## src/design/traffic_light_lane_queue_controller_macros.svh

```systemverilog
// Assertion helpers for the traffic light lane queue controller.
// Each macro expects clk and arst_n in the enclosing module.
`ifndef TRAFFIC_LIGHT_LANE_QUEUE_CONTROLLER_MACROS_SVH
`define TRAFFIC_LIGHT_LANE_QUEUE_CONTROLLER_MACROS_SVH

// Check a property on every rising edge outside reset.
`define TLQC_ASSERT(lbl, prop, msg) \
	lbl: assert property (@(posedge clk) disable iff (!arst_n) prop) else $error(msg);

// Check that a condition implies another in the same cycle.
`define TLQC_ASSERT_IMPL(lbl, ante, cons, msg) \
	`TLQC_ASSERT(lbl, (ante) |-> (cons), msg)

`endif

```

## src/design/tlqc_pkg.sv

```systemverilog
package tlqc_pkg;

	localparam int CAR_ID_W  = 16;
	localparam int TICK_W    = 16;
	localparam int CFG_IDX_W = 8;
	localparam int COUNT_W   = 5;

	localparam logic [TICK_W-1:0] GREEN_RESET  = 16'd5;
	localparam logic [TICK_W-1:0] YELLOW_RESET = 16'd1;

	localparam logic [CFG_IDX_W-1:0] CFG_GREEN  = 8'd0;
	localparam logic [CFG_IDX_W-1:0] CFG_YELLOW = 8'd1;

	typedef enum logic [1:0] {
		KIND_TICK,
		KIND_ARRIVE,
		KIND_REQUEST,
		KIND_DONE
	} kind_t;

	typedef enum logic [1:0] {
		ST_OK,
		ST_FULL,
		ST_WAIT,
		ST_EMPTY
	} status_t;

	typedef enum logic [1:0] {
		LIGHT_RED,
		LIGHT_YELLOW,
		LIGHT_GREEN
	} light_t;

	typedef enum logic [1:0] {
		PH_B_GREEN,
		PH_B_YELLOW,
		PH_A_GREEN,
		PH_A_YELLOW
	} phase_t;

	typedef struct packed {
		kind_t                kind;
		logic [1:0]           approach;
		logic [CAR_ID_W-1:0]  car_id;
	} in_word_t;

	typedef struct packed {
		status_t              status;
		light_t               light;
		logic [COUNT_W-1:0]   queue_count;
	} out_word_t;

	typedef struct packed {
		logic       push;
		logic       pop;
		logic [1:0] approach;
	} lane_ctl_t;

	// Approaches 2 and 3 belong to group B, 0 and 1 to group A.
	function automatic light_t light_of(input logic [1:0] appr, input phase_t ph);
		light_t l;
		l = LIGHT_RED;
		if (appr[1]) begin
			if (ph == PH_B_GREEN) l = LIGHT_GREEN;
			else if (ph == PH_B_YELLOW) l = LIGHT_YELLOW;
		end else begin
			if (ph == PH_A_GREEN) l = LIGHT_GREEN;
			else if (ph == PH_A_YELLOW) l = LIGHT_YELLOW;
		end
		return l;
	endfunction

endpackage

```

## src/design/tlqc_phase.sv

```systemverilog
module tlqc_phase (
	input  logic                              clk,
	input  logic                              arst_n,
	input  logic                              tick,
	input  logic                              cfg_we,
	input  logic [tlqc_pkg::CFG_IDX_W-1:0]    cfg_index,
	input  logic [tlqc_pkg::TICK_W-1:0]       cfg_data,
	output tlqc_pkg::phase_t                  phase_d
);
	import tlqc_pkg::*;

	phase_t              phase_q;
	logic [TICK_W-1:0]   ticks_q;
	logic [TICK_W-1:0]   green_q;
	logic [TICK_W-1:0]   yellow_q;
	logic [TICK_W-1:0]   len;
	logic [TICK_W-1:0]   len_eff;
	logic [TICK_W-1:0]   ticks_inc;
	logic                wrap;

	always_comb begin
		len       = phase_q[0] ? yellow_q : green_q;
		len_eff   = (len == '0) ? TICK_W'(1) : len;
		ticks_inc = ticks_q + TICK_W'(1);
		wrap      = (ticks_inc >= len_eff);
		phase_d   = (tick && wrap) ? phase_t'(2'(phase_q + 2'd1)) : phase_q;
	end

	always_ff @(posedge clk or negedge arst_n) begin
		if (!arst_n) begin
			phase_q  <= PH_B_GREEN;
			ticks_q  <= '0;
			green_q  <= GREEN_RESET;
			yellow_q <= YELLOW_RESET;
		end else begin
			if (tick) begin
				phase_q <= phase_d;
				ticks_q <= wrap ? '0 : ticks_inc;
			end
			// drop writes to unknown indexes
			if (cfg_we) begin
				case (cfg_index)
					CFG_GREEN:  green_q  <= cfg_data;
					CFG_YELLOW: yellow_q <= cfg_data;
					default: ;
				endcase
			end
		end
	end

endmodule

```

## src/design/tlqc_lanes.sv

```systemverilog
module tlqc_lanes #(
	parameter int QUEUE_DEPTH = 16,
	parameter int STORE_W     = 16
) (
	input  logic                               clk,
	input  logic                               arst_n,
	input  tlqc_pkg::lane_ctl_t                ctl,
	input  logic [STORE_W-1:0]                 wr_id,
	output logic [$clog2(QUEUE_DEPTH+1)-1:0]   count_cur,
	output logic [$clog2(QUEUE_DEPTH+1)-1:0]   count_nxt,
	output logic [STORE_W-1:0]                 head_s1
);
	import tlqc_pkg::*;

	localparam int PTR_W = $clog2(QUEUE_DEPTH);
	localparam int CNT_W = $clog2(QUEUE_DEPTH + 1);
	localparam int ADDR_W = PTR_W + 2;
	localparam logic [PTR_W-1:0] PTR_LAST = PTR_W'(QUEUE_DEPTH - 1);

	logic [STORE_W-1:0] mem [1 << ADDR_W];
	logic [PTR_W-1:0]   wr_ptr_q [4];
	logic [PTR_W-1:0]   rd_ptr_q [4];
	logic [CNT_W-1:0]   cnt_q [4];
	logic [ADDR_W-1:0]  wr_addr;
	logic [ADDR_W-1:0]  rd_addr;

	always_comb begin
		count_cur = cnt_q[ctl.approach];
		count_nxt = count_cur;
		if (ctl.push) count_nxt = count_cur + CNT_W'(1);
		else if (ctl.pop) count_nxt = count_cur - CNT_W'(1);
		wr_addr = {ctl.approach, wr_ptr_q[ctl.approach]};
		rd_addr = {ctl.approach, rd_ptr_q[ctl.approach]};
	end

	always_ff @(posedge clk) begin
		if (ctl.push) mem[wr_addr] <= wr_id;
		head_s1 <= mem[rd_addr];
	end

	always_ff @(posedge clk or negedge arst_n) begin
		if (!arst_n) begin
			for (int i = 0; i < 4; i++) begin
				wr_ptr_q[i] <= '0;
				rd_ptr_q[i] <= '0;
				cnt_q[i]    <= '0;
			end
		end else begin
			cnt_q[ctl.approach] <= count_nxt;
			if (ctl.push) begin
				wr_ptr_q[ctl.approach] <= (wr_ptr_q[ctl.approach] == PTR_LAST) ? '0 :
					wr_ptr_q[ctl.approach] + PTR_W'(1);
			end
			if (ctl.pop) begin
				rd_ptr_q[ctl.approach] <= (rd_ptr_q[ctl.approach] == PTR_LAST) ? '0 :
					rd_ptr_q[ctl.approach] + PTR_W'(1);
			end
		end
	end

endmodule

```

## src/design/traffic_light_lane_queue_controller.sv

```systemverilog
// Four-approach intersection controller with a car queue per approach.
//
// Input channel: raise start with a word on item; the word is taken at the
// rising edge where start is high and busy is low. busy stays low, so a word
// can be taken on every cycle.
// Kinds: tick advances the light cycle, arrival queues a car id, request asks
// whether that car may cross, done pops the head car of the approach.
//
// Result channel: every taken word yields exactly one result word, shown on
// result for one cycle with result_valid high. The input register loads at the
// accepting edge and the result register after it, and the receiver takes the
// result from the result register. One result per cycle comes out at full
// rate. The receiver cannot stall.
//
// Config channel: cfg_ready is always high; index 0 writes green_ticks,
// index 1 writes yellow_ticks, others are dropped. Write only while idle.
//
// Reset (arst_n low): group 2-3 green, tick counter at zero, all queues empty,
// green_ticks 5, yellow_ticks 1. The id store is not cleared; a slot's contents
// are used only after a car has been written into it.
module traffic_light_lane_queue_controller #(
	parameter int QUEUE_DEPTH = 16,
	parameter int ID_WIDTH    = 16
) (
	input  logic                             clk,
	input  logic                             arst_n,
	input  logic                             start,
	output logic                             busy,
	input  tlqc_pkg::in_word_t               item,
	output logic                             result_valid,
	output tlqc_pkg::out_word_t              result,
	input  logic                             cfg_valid,
	output logic                             cfg_ready,
	input  logic [tlqc_pkg::CFG_IDX_W-1:0]   cfg_index,
	input  logic [tlqc_pkg::TICK_W-1:0]      cfg_data
);
	import tlqc_pkg::*;

	`include "traffic_light_lane_queue_controller_macros.svh"

	localparam int CNT_W   = $clog2(QUEUE_DEPTH + 1);
	localparam int STORE_W = (ID_WIDTH < CAR_ID_W) ? ID_WIDTH : CAR_ID_W;
	localparam logic [COUNT_W-1:0] FULL_COUNT = COUNT_W'(QUEUE_DEPTH);

	logic               accept;
	lane_ctl_t          ctl;
	logic [CNT_W-1:0]   count_cur;
	logic [CNT_W-1:0]   count_nxt;
	logic [STORE_W-1:0] head_s1;
	logic               full;
	logic               empty;
	phase_t             phase_d;
	light_t             light_d;
	status_t            pre_status;

	// first stage: item as taken, plus everything but the head compare
	logic               s1_valid;
	kind_t              kind_s1;
	logic [STORE_W-1:0] id_s1;
	status_t            status_s1;
	light_t             light_s1;
	logic [COUNT_W-1:0] count_s1;
	logic               req_ok_s1;

	// result register
	logic               result_valid_q;
	out_word_t          result_q;
	status_t            final_status;

	// result flags watched by the checks below
	logic               res_full;
	logic               res_empty;

	assign busy      = 1'b0;
	assign cfg_ready = 1'b1;
	assign accept    = start && !busy;

	// Decide the queue action from the current lane count.
	always_comb begin
		full         = (count_cur >= CNT_W'(QUEUE_DEPTH));
		empty        = (count_cur == '0);
		ctl.approach = item.approach;
		ctl.push     = accept && (item.kind == KIND_ARRIVE) && !full;
		ctl.pop      = accept && (item.kind == KIND_DONE) && !empty;
		light_d      = light_of(item.approach, phase_d);
		case (item.kind)
			KIND_ARRIVE: pre_status = full ? ST_FULL : ST_OK;
			KIND_DONE:   pre_status = empty ? ST_EMPTY : ST_OK;
			KIND_REQUEST: pre_status = ST_WAIT;
			default:     pre_status = ST_OK;
		endcase
	end

	tlqc_phase u_phase (
		.clk       (clk),
		.arst_n    (arst_n),
		.tick      (accept && (item.kind == KIND_TICK)),
		.cfg_we    (cfg_valid && cfg_ready),
		.cfg_index (cfg_index),
		.cfg_data  (cfg_data),
		.phase_d   (phase_d)
	);

	// The lane block reads the head slot at the accepting edge; the compare
	// against the requested id happens in the following cycle.
	tlqc_lanes #(
		.QUEUE_DEPTH (QUEUE_DEPTH),
		.STORE_W     (STORE_W)
	) u_lanes (
		.clk       (clk),
		.arst_n    (arst_n),
		.ctl       (ctl),
		.wr_id     (item.car_id[STORE_W-1:0]),
		.count_cur (count_cur),
		.count_nxt (count_nxt),
		.head_s1   (head_s1)
	);

	always_ff @(posedge clk or negedge arst_n) begin
		if (!arst_n) begin
			s1_valid <= 1'b0;
		end else begin
			s1_valid <= accept;
		end
	end

	// payload of the first stage
	always_ff @(posedge clk) begin
		if (accept) begin
			kind_s1   <= item.kind;
			id_s1     <= item.car_id[STORE_W-1:0];
			status_s1 <= pre_status;
			light_s1  <= light_d;
			count_s1  <= COUNT_W'(count_nxt);
			req_ok_s1 <= (light_d == LIGHT_GREEN) && !empty;
		end
	end

	// Grant a request only when green, queue non-empty and the head matches.
	always_comb begin
		final_status = status_s1;
		if (kind_s1 == KIND_REQUEST) begin
			final_status = (req_ok_s1 && (head_s1 == id_s1)) ? ST_OK : ST_WAIT;
		end
	end

	always_ff @(posedge clk or negedge arst_n) begin
		if (!arst_n) begin
			result_valid_q <= 1'b0;
		end else begin
			result_valid_q <= s1_valid;
		end
	end

	always_ff @(posedge clk) begin
		if (s1_valid) begin
			result_q.status      <= final_status;
			result_q.light       <= light_s1;
			result_q.queue_count <= count_s1;
		end
	end

	assign result_valid = result_valid_q;
	assign result       = result_q;

	assign res_full  = result_valid && (result.status == ST_FULL);
	assign res_empty = result_valid && (result.status == ST_EMPTY);

	`TLQC_ASSERT(a_stage_follows_accept, accept |=> s1_valid, "taken word lost")
	`TLQC_ASSERT(a_result_follows_stage, s1_valid |=> result_valid, "stage one word lost")
	`TLQC_ASSERT_IMPL(a_full_count, res_full, result.queue_count == FULL_COUNT, "reject not full")
	`TLQC_ASSERT_IMPL(a_empty_count, res_empty, result.queue_count == '0, "empty flag on cars")

endmodule
```

## config.mk

```make
export PLATFORM = sky130hd
export DESIGN_NAME = traffic_light_lane_queue_controller
export DESIGN_NICKNAME = d
export VERILOG_FILES = /design/src/design/tlqc_pkg.sv /design/src/design/tlqc_phase.sv /design/src/design/tlqc_lanes.sv /design/src/design/traffic_light_lane_queue_controller.sv
export VERILOG_INCLUDE_DIRS = /design/src /design/src/design
export SDC_FILE = /design/constraint.sdc
export NUM_CORES = 1
export LEC_CHECK = 0
export BUFFER_PORTS_ARGS = -buffer_cell sky130_fd_sc_hd__buf_4
export CORE_MARGIN = 4
export CORE_UTILIZATION = 55
export DETAILED_ROUTE_END_ITERATION = 6
export GPL_ROUTABILITY_DRIVEN = 0
export PLACE_DENSITY = 0.71
export SKIP_CTS_REPAIR_TIMING = 1
export SYNTH_ARGS = -nofsm -noshare
export SYNTH_HDL_FRONTEND = slang
export SYNTH_SLANG_ARGS = --single-unit
```

## constraint.sdc

```tcl
create_clock -name clk -period 9.5 [get_ports clk]
set_input_delay 0.95 -clock clk [delete_from_list [all_inputs] [get_ports clk]]
set_output_delay 0.95 -clock clk [all_outputs]
set_load 0.01 [all_outputs]
```

==> results_dict.tcl, run 1 <==
set metrics [dict create \
    layout_commonest_cell "edfxtp_1" \
    clkTransAtPathRegs_ns 0.06 \
    total_power_mw 13.2 \
    ff_latch_area_um2 34800 \
    min_period_over_period 0.536 \
    slew_headroom 0.196 \
    arrival_ns 5.64 \
    rsz0062_at_grt "no" \
    antenna_found_initial 2 \
    routed_via_density 6.33 \
    drtPass1Iterations 7 \
    synth_top_area_cell "edfxtp_1" \
    period_minus_slack_ns 5.10 \
    n_fill_cell 5822 \
    clockBufferDepth 3 \
    cts_sinks 1181 \
    io_pins 60 \
    synth_ff_type "edfxtp_1" \
    ys_top_cells_by_area "edfxtp_1, mux4_2, dfrtp_1, nand2_1, mux2_2" \
    fmax_ghz 0.196 \
    synth_fp_nets 2632 \
    routed_wl_um 111000 \
    areaGrowthSynthToFinish_pct 11.8 \
    fin_area_um2 52100 \
    place_inst 3701 \
    violations "design-rule violations" \
    portBuffers 57 \
    skew_ns 0.0269 \
    synth.cell_area_um2 46600 \
    drc 10 \
    final_util 0.622 \
    finalWorstSetupSlack_ns 4.40 \
    ant_nets 0 \
    finalNonFillerCells 3921 \
    die_w_um 299 \
    place_area_um2 48500 \
    synth_top_area_share 0.683 \
    grt_pass1_vias 24800 \
    yosysUniqueCellTypes 61 \
    grt_usage 0.248 \
    worstPathRequired_ns 10.05 \
    hold_viol 0 \
    grt_max_degree 136 \
    rows 106 \
    critPathMaxFanout 63 \
    drive_gt1_frac 0.213 \
    tightest_slew_ns 1.20 \
    multiInputGateArea_um2 11100 \
    mostFrequentLayoutCells "edfxtp_1, nand2_1, mux4_2" \
    htreeDepth 3 \
    p_leak_nw 17.3 \
    vias 24800 \
    peakVddDrop_mv 0.252 \
    syn_inst 2563 \
    wl_per_cell_um 28.4 \
    ys_seq_area_frac 0.746 \
    status "finished with violations" \
    setup_tns_ns 0 \
    die_area_um2 89500 \
    synth_edf_count 1061 \
    worst_setup_path_start_kind "primary input" \
    async_flop_share 0.0881 \
    cts_buffers 115 \
    setup_violations 0 \
    p_per_area_nw_per_um2 252 \
    ys_ff_latch 1181 \
    cap_violations 0 \
    yosysWarnings 0 \
    hold_slack_ns 0.237 \
    start_util 0.556 \
    end_kind "flip-flop" \
    core_um2 83800 \
    critical_path_class "in2reg" \
    die-height_um 299 \
    overflow 0 \
    min_path_type "in2async" \
    grt_pass1_wl_um 164000 \
    clkLatencyLatePin_ns 0.69 \
    syn_avg_cell_area_um2 18.2 \
    drt-initial-drc-count 3089 \
    place_ws_ns 3.69 \
    final_max_slew_viol_count 0 \
    hpwl_um 65600 \
    root_buffer "clkbuf_16" \
    fin_nets 2753 \
    cts_tree "built" \
]
==> kinds of logic after synthesis <==
logic type,Yosys count,share of synthesized area
buf+inv,147,0.0158
fa+ha+maj,21,0.00563
xor+xnor,46,0.00864
flops,1181,0.746
mux,357,0.132
simple gates,554,0.0536
compound gates,255,0.0380
other cells,2,0.000161
==> cells in the mapped netlist, types with 16 or more instances <==
library cell  count
mux2_2           77
clkbuf_1         55
nand2_1         253
mux2i_1          80
mux4_2          199
xnor2_1          36
nand3_1          65
a31oi_1          34
a221o_1          16
ha_1             21
nor2b_1          46
o21ai_0          47
edfxtp_1       1061
a211oi_1         29
dfxtp_1          16
nor2_1          115
or4_1            20
buf_2            48
a21oi_1          20
a22oi_1          57
dfrtp_1         101
==> sequential cells by signal, summed over array words and instances (netlist names) <==
register	flops
u_phase.ticks_q	16
u_phase.yellow_q	16
u_lanes.wr_ptr_q	16
count_s1	5
status_s1	2
u_phase.green_q	16
u_lanes.head_s1	16
kind_s1	2
s1_valid	1
light_s1	2
u_lanes.mem	1024
u_lanes.rd_ptr_q	16
result	9
id_s1	16
u_lanes.cnt_q	20
req_ok_s1	1
result_valid	1
u_phase.phase_q	2
==> critical path, cell delays in order <==
cell,delay (ns)
buf_4,0.34
mux4_4,0.81
buf_4,0.84
and2_1,0.69
buf_4,0.39
nand2_1,0.10
nand3_1,0.15
a21boi_0,0.54
a22oi_1,0.13
or4_1,0.58
==> layout make-up <==
class / count / area share
Multi-Input combinational cell: 1235 / 0.213
Tap cell: 1134 / 0.0272
Clock inverter: 73 / 0.0113
Inverter: 10 / 0.00103
Sequential cell: 1181 / 0.667
Antenna cell: 1 / 0.0000480
Clock buffer: 146 / 0.0593
Timing Repair Buffer: 141 / 0.0205
==> worst paths after layout <==
| path | to | cells after the start | from | slack (ns) |
|---|---|---|---|---|
| hold reg to reg | result[2] | 0 | count_s1[2] | 0.41 |
| setup / recovery | u_lanes.head_s1[2] | 10 | item[16] | 4.40 |
| max in group asynchronous | u_lanes.cnt_q[12] | 2 | arst_n | 7.99 |
| hold / removal | u_phase.green_q[10] | 1 | arst_n | 0.24 |
| setup reg to reg | u_lanes.head_s1[2] | 9 | u_lanes.rd_ptr_q[10] | 4.72 |
| min in group clk | result[2] | 0 | count_s1[2] | 0.41 |
==> per-layer routing <==
metal | global-route usage | vias to the layer above | wire (um)
met5 | 0 | - | 0
met4 | 0.0899 | 0 | 4370
met3 | 0.0424 | 214 | 9480
met2 | 0.387 | 1294 | 52800
met1 | 0.361 | 12900 | 44600
li1 | - | 10400 | -
==> power by group <==
group	switching (mW)	internal, mW
Sequential	0.123	5.86
Clock	1.90	2.52
Combinational	1.59	1.17
Total	3.62	9.54
Note: power is estimated with default switching activity, not from simulation.
==> inputs of run 2 (changes only) <==
PLACE_DENSITY = 0.74   (was 0.71)
clock period = 4.3 ns   (was 9.5 ns; I/O delays follow)
==> results_dict.tcl, run 2 (synthesis gave the netlist of run 1 again) <==
set metrics [dict create \
    end_kind "flip-flop" \
    tightest_slew_ns 1.03 \
    p_per_area_nw_per_um2 548 \
    ant_nets 0 \
    drt-initial-drc-count 3261 \
    arrival_ns 4.37 \
    io_pins 60 \
    root_buffer "clkbuf_16" \
    worst_setup_path_start_kind "flip-flop" \
    die_w_um 299 \
    critical_path_class "reg2reg" \
    htreeDepth 3 \
    critPathMaxFanout 21 \
    top_register "u_lanes.mem" \
    clkLatencyLatePin_ns 0.69 \
    drtPass1Iterations 5 \
    vias 25200 \
    largest_reg_flops 1024 \
    start_util 0.556 \
    rsz0062_at_grt "no" \
    grt_pass1_wl_um 166000 \
    cts_buffers 112 \
    fmax_ghz 0.258 \
    drc 0 \
    n_fill_cell 5676 \
    finalWorstSetupSlack_ns 0.418 \
    p_leak_nw 17.6 \
    routed_wl_um 112000 \
    cts_tree "built" \
    final_max_slew_viol_count 0 \
    setup_tns_ns 0 \
    grt_max_degree 82 \
    overflow 0 \
    fin_area_um2 52700 \
    period_minus_slack_ns 3.88 \
    reg2reg_depth 13 \
    status "completed" \
    antenna_cells 0 \
    min_path_type "in2reg" \
    portBuffers 57 \
    die-height_um 299 \
    final_util 0.629 \
    slew_headroom 0.311 \
    min_period_over_period 0.903 \
    min_path_cells 2 \
    hpwl_um 67100 \
    antenna_found_initial 1 \
    place_ws_ns 0.400 \
    peakVddDrop_mv 0.493 \
    mostFrequentLayoutCells "edfxtp_1, nand2_1, mux4_2" \
    grt_pass1_vias 25300 \
    die_area_um2 89500 \
    clockBufferDepth 3 \
    layout_commonest_cell "edfxtp_1" \
    hold_viol 0 \
    routed_via_density 6.31 \
    fin_nets 2830 \
    cts_sinks 1181 \
    grt_usage 0.250 \
    wl_per_cell_um 28.1 \
    clkTransAtPathRegs_ns 0.06 \
    top_regs "u_lanes.mem: 1024 flops, u_lanes.cnt_q: 20 flops" \
    skew_ns 0.0287 \
    cap_violations 0 \
    worstPathRequired_ns 4.79 \
    core_um2 83800 \
    areaGrowthSynthToFinish_pct 13.1 \
    place_area_um2 49100 \
    setup_violations 0 \
    drive_gt1_frac 0.228 \
    rows 106 \
]
## run 2: cell types whose count changed in the layout (fill, tap and decap cells not counted), sizes merged
cell,delta
buf,+63
dlygate4sd3,+17
clkinv,+9
bufinv,-3
clkinvlp,-2
clkbuf,-14
diode,-1
## run 2: area by class of cell
class | instances | area, um^2 | share of cell area
repair buffers | 221 | 1910 | 0.0363
multi-input cells | 1235 | 11100 | 0.211
clock buffers | 132 | 2900 | 0.0550
well taps | 1134 | 1420 | 0.0269
flip-flops and latches | 1181 | 34800 | 0.660
inverters | 10 | 53.8 | 0.00102
clock inverters | 77 | 533 | 0.0101
## run 2: routing by layer
metal	wire length (um)	vias up	part of all wire	track usage
met3	10600	265	0.095	0.0472
met4	5070	2	0.045	0.101
li1	-	10600	-	-
met1	43400	12900	0.39	0.355
met5	13	-	0.00012	0
met2	53000	1442	0.47	0.390
## run 2: worst paths after layout
kind                       slack [ns]               start                    to
setup / recovery                 0.42  u_phase.phase_q[0]             req_ok_s1
setup reg to reg                 0.42  u_phase.phase_q[0]             req_ok_s1
hold reg to reg                  0.40         count_s1[0]             result[0]
max in group asynchronous        2.83              arst_n    u_phase.ticks_q[1]
min in group asynchronous        0.39              arst_n  u_phase.yellow_q[13]
hold / removal                   0.01         cfg_data[9]   u_phase.yellow_q[9]
## run 2: critical path, cell delays in order (launching register included)
cell and delay, ns:
dfrtp_1 0.32, buf_4 0.30, mux2i_1 0.34, nand4_1 0.14
or4_1 0.53, nand2_1 0.09, ha_1 0.23, nand2b_1 0.15
a21o_1 0.18, a21oi_1 0.13, o21ai_0 0.10, a221o_1 0.57
and2_0 0.33, o31ai_1 0.28
## run 2: power by group
part | internal [mW] | switching (mW) | total, mW | leakage, nW
Combinational | 2.94 | 3.58 | 6.52 | 4.85
Clock | 5.11 | 4.12 | 9.23 | 1.69
Sequential | 12.9 | 0.226 | 13.2 | 11.1
Total | 21.0 | 7.93 | 28.9 | 17.6
## run 2: metrics by stage
step,hold WS [ns],power [mW],instances
after global routing,0.000956,30.0,3990
final,0.0119,28.9,3990
after detailed placement,0.405,19.9,3764
after floorplan,0.134,17.8,2563
after CTS,-0.179,29.0,3973
after global placement,0.402,19.7,3764
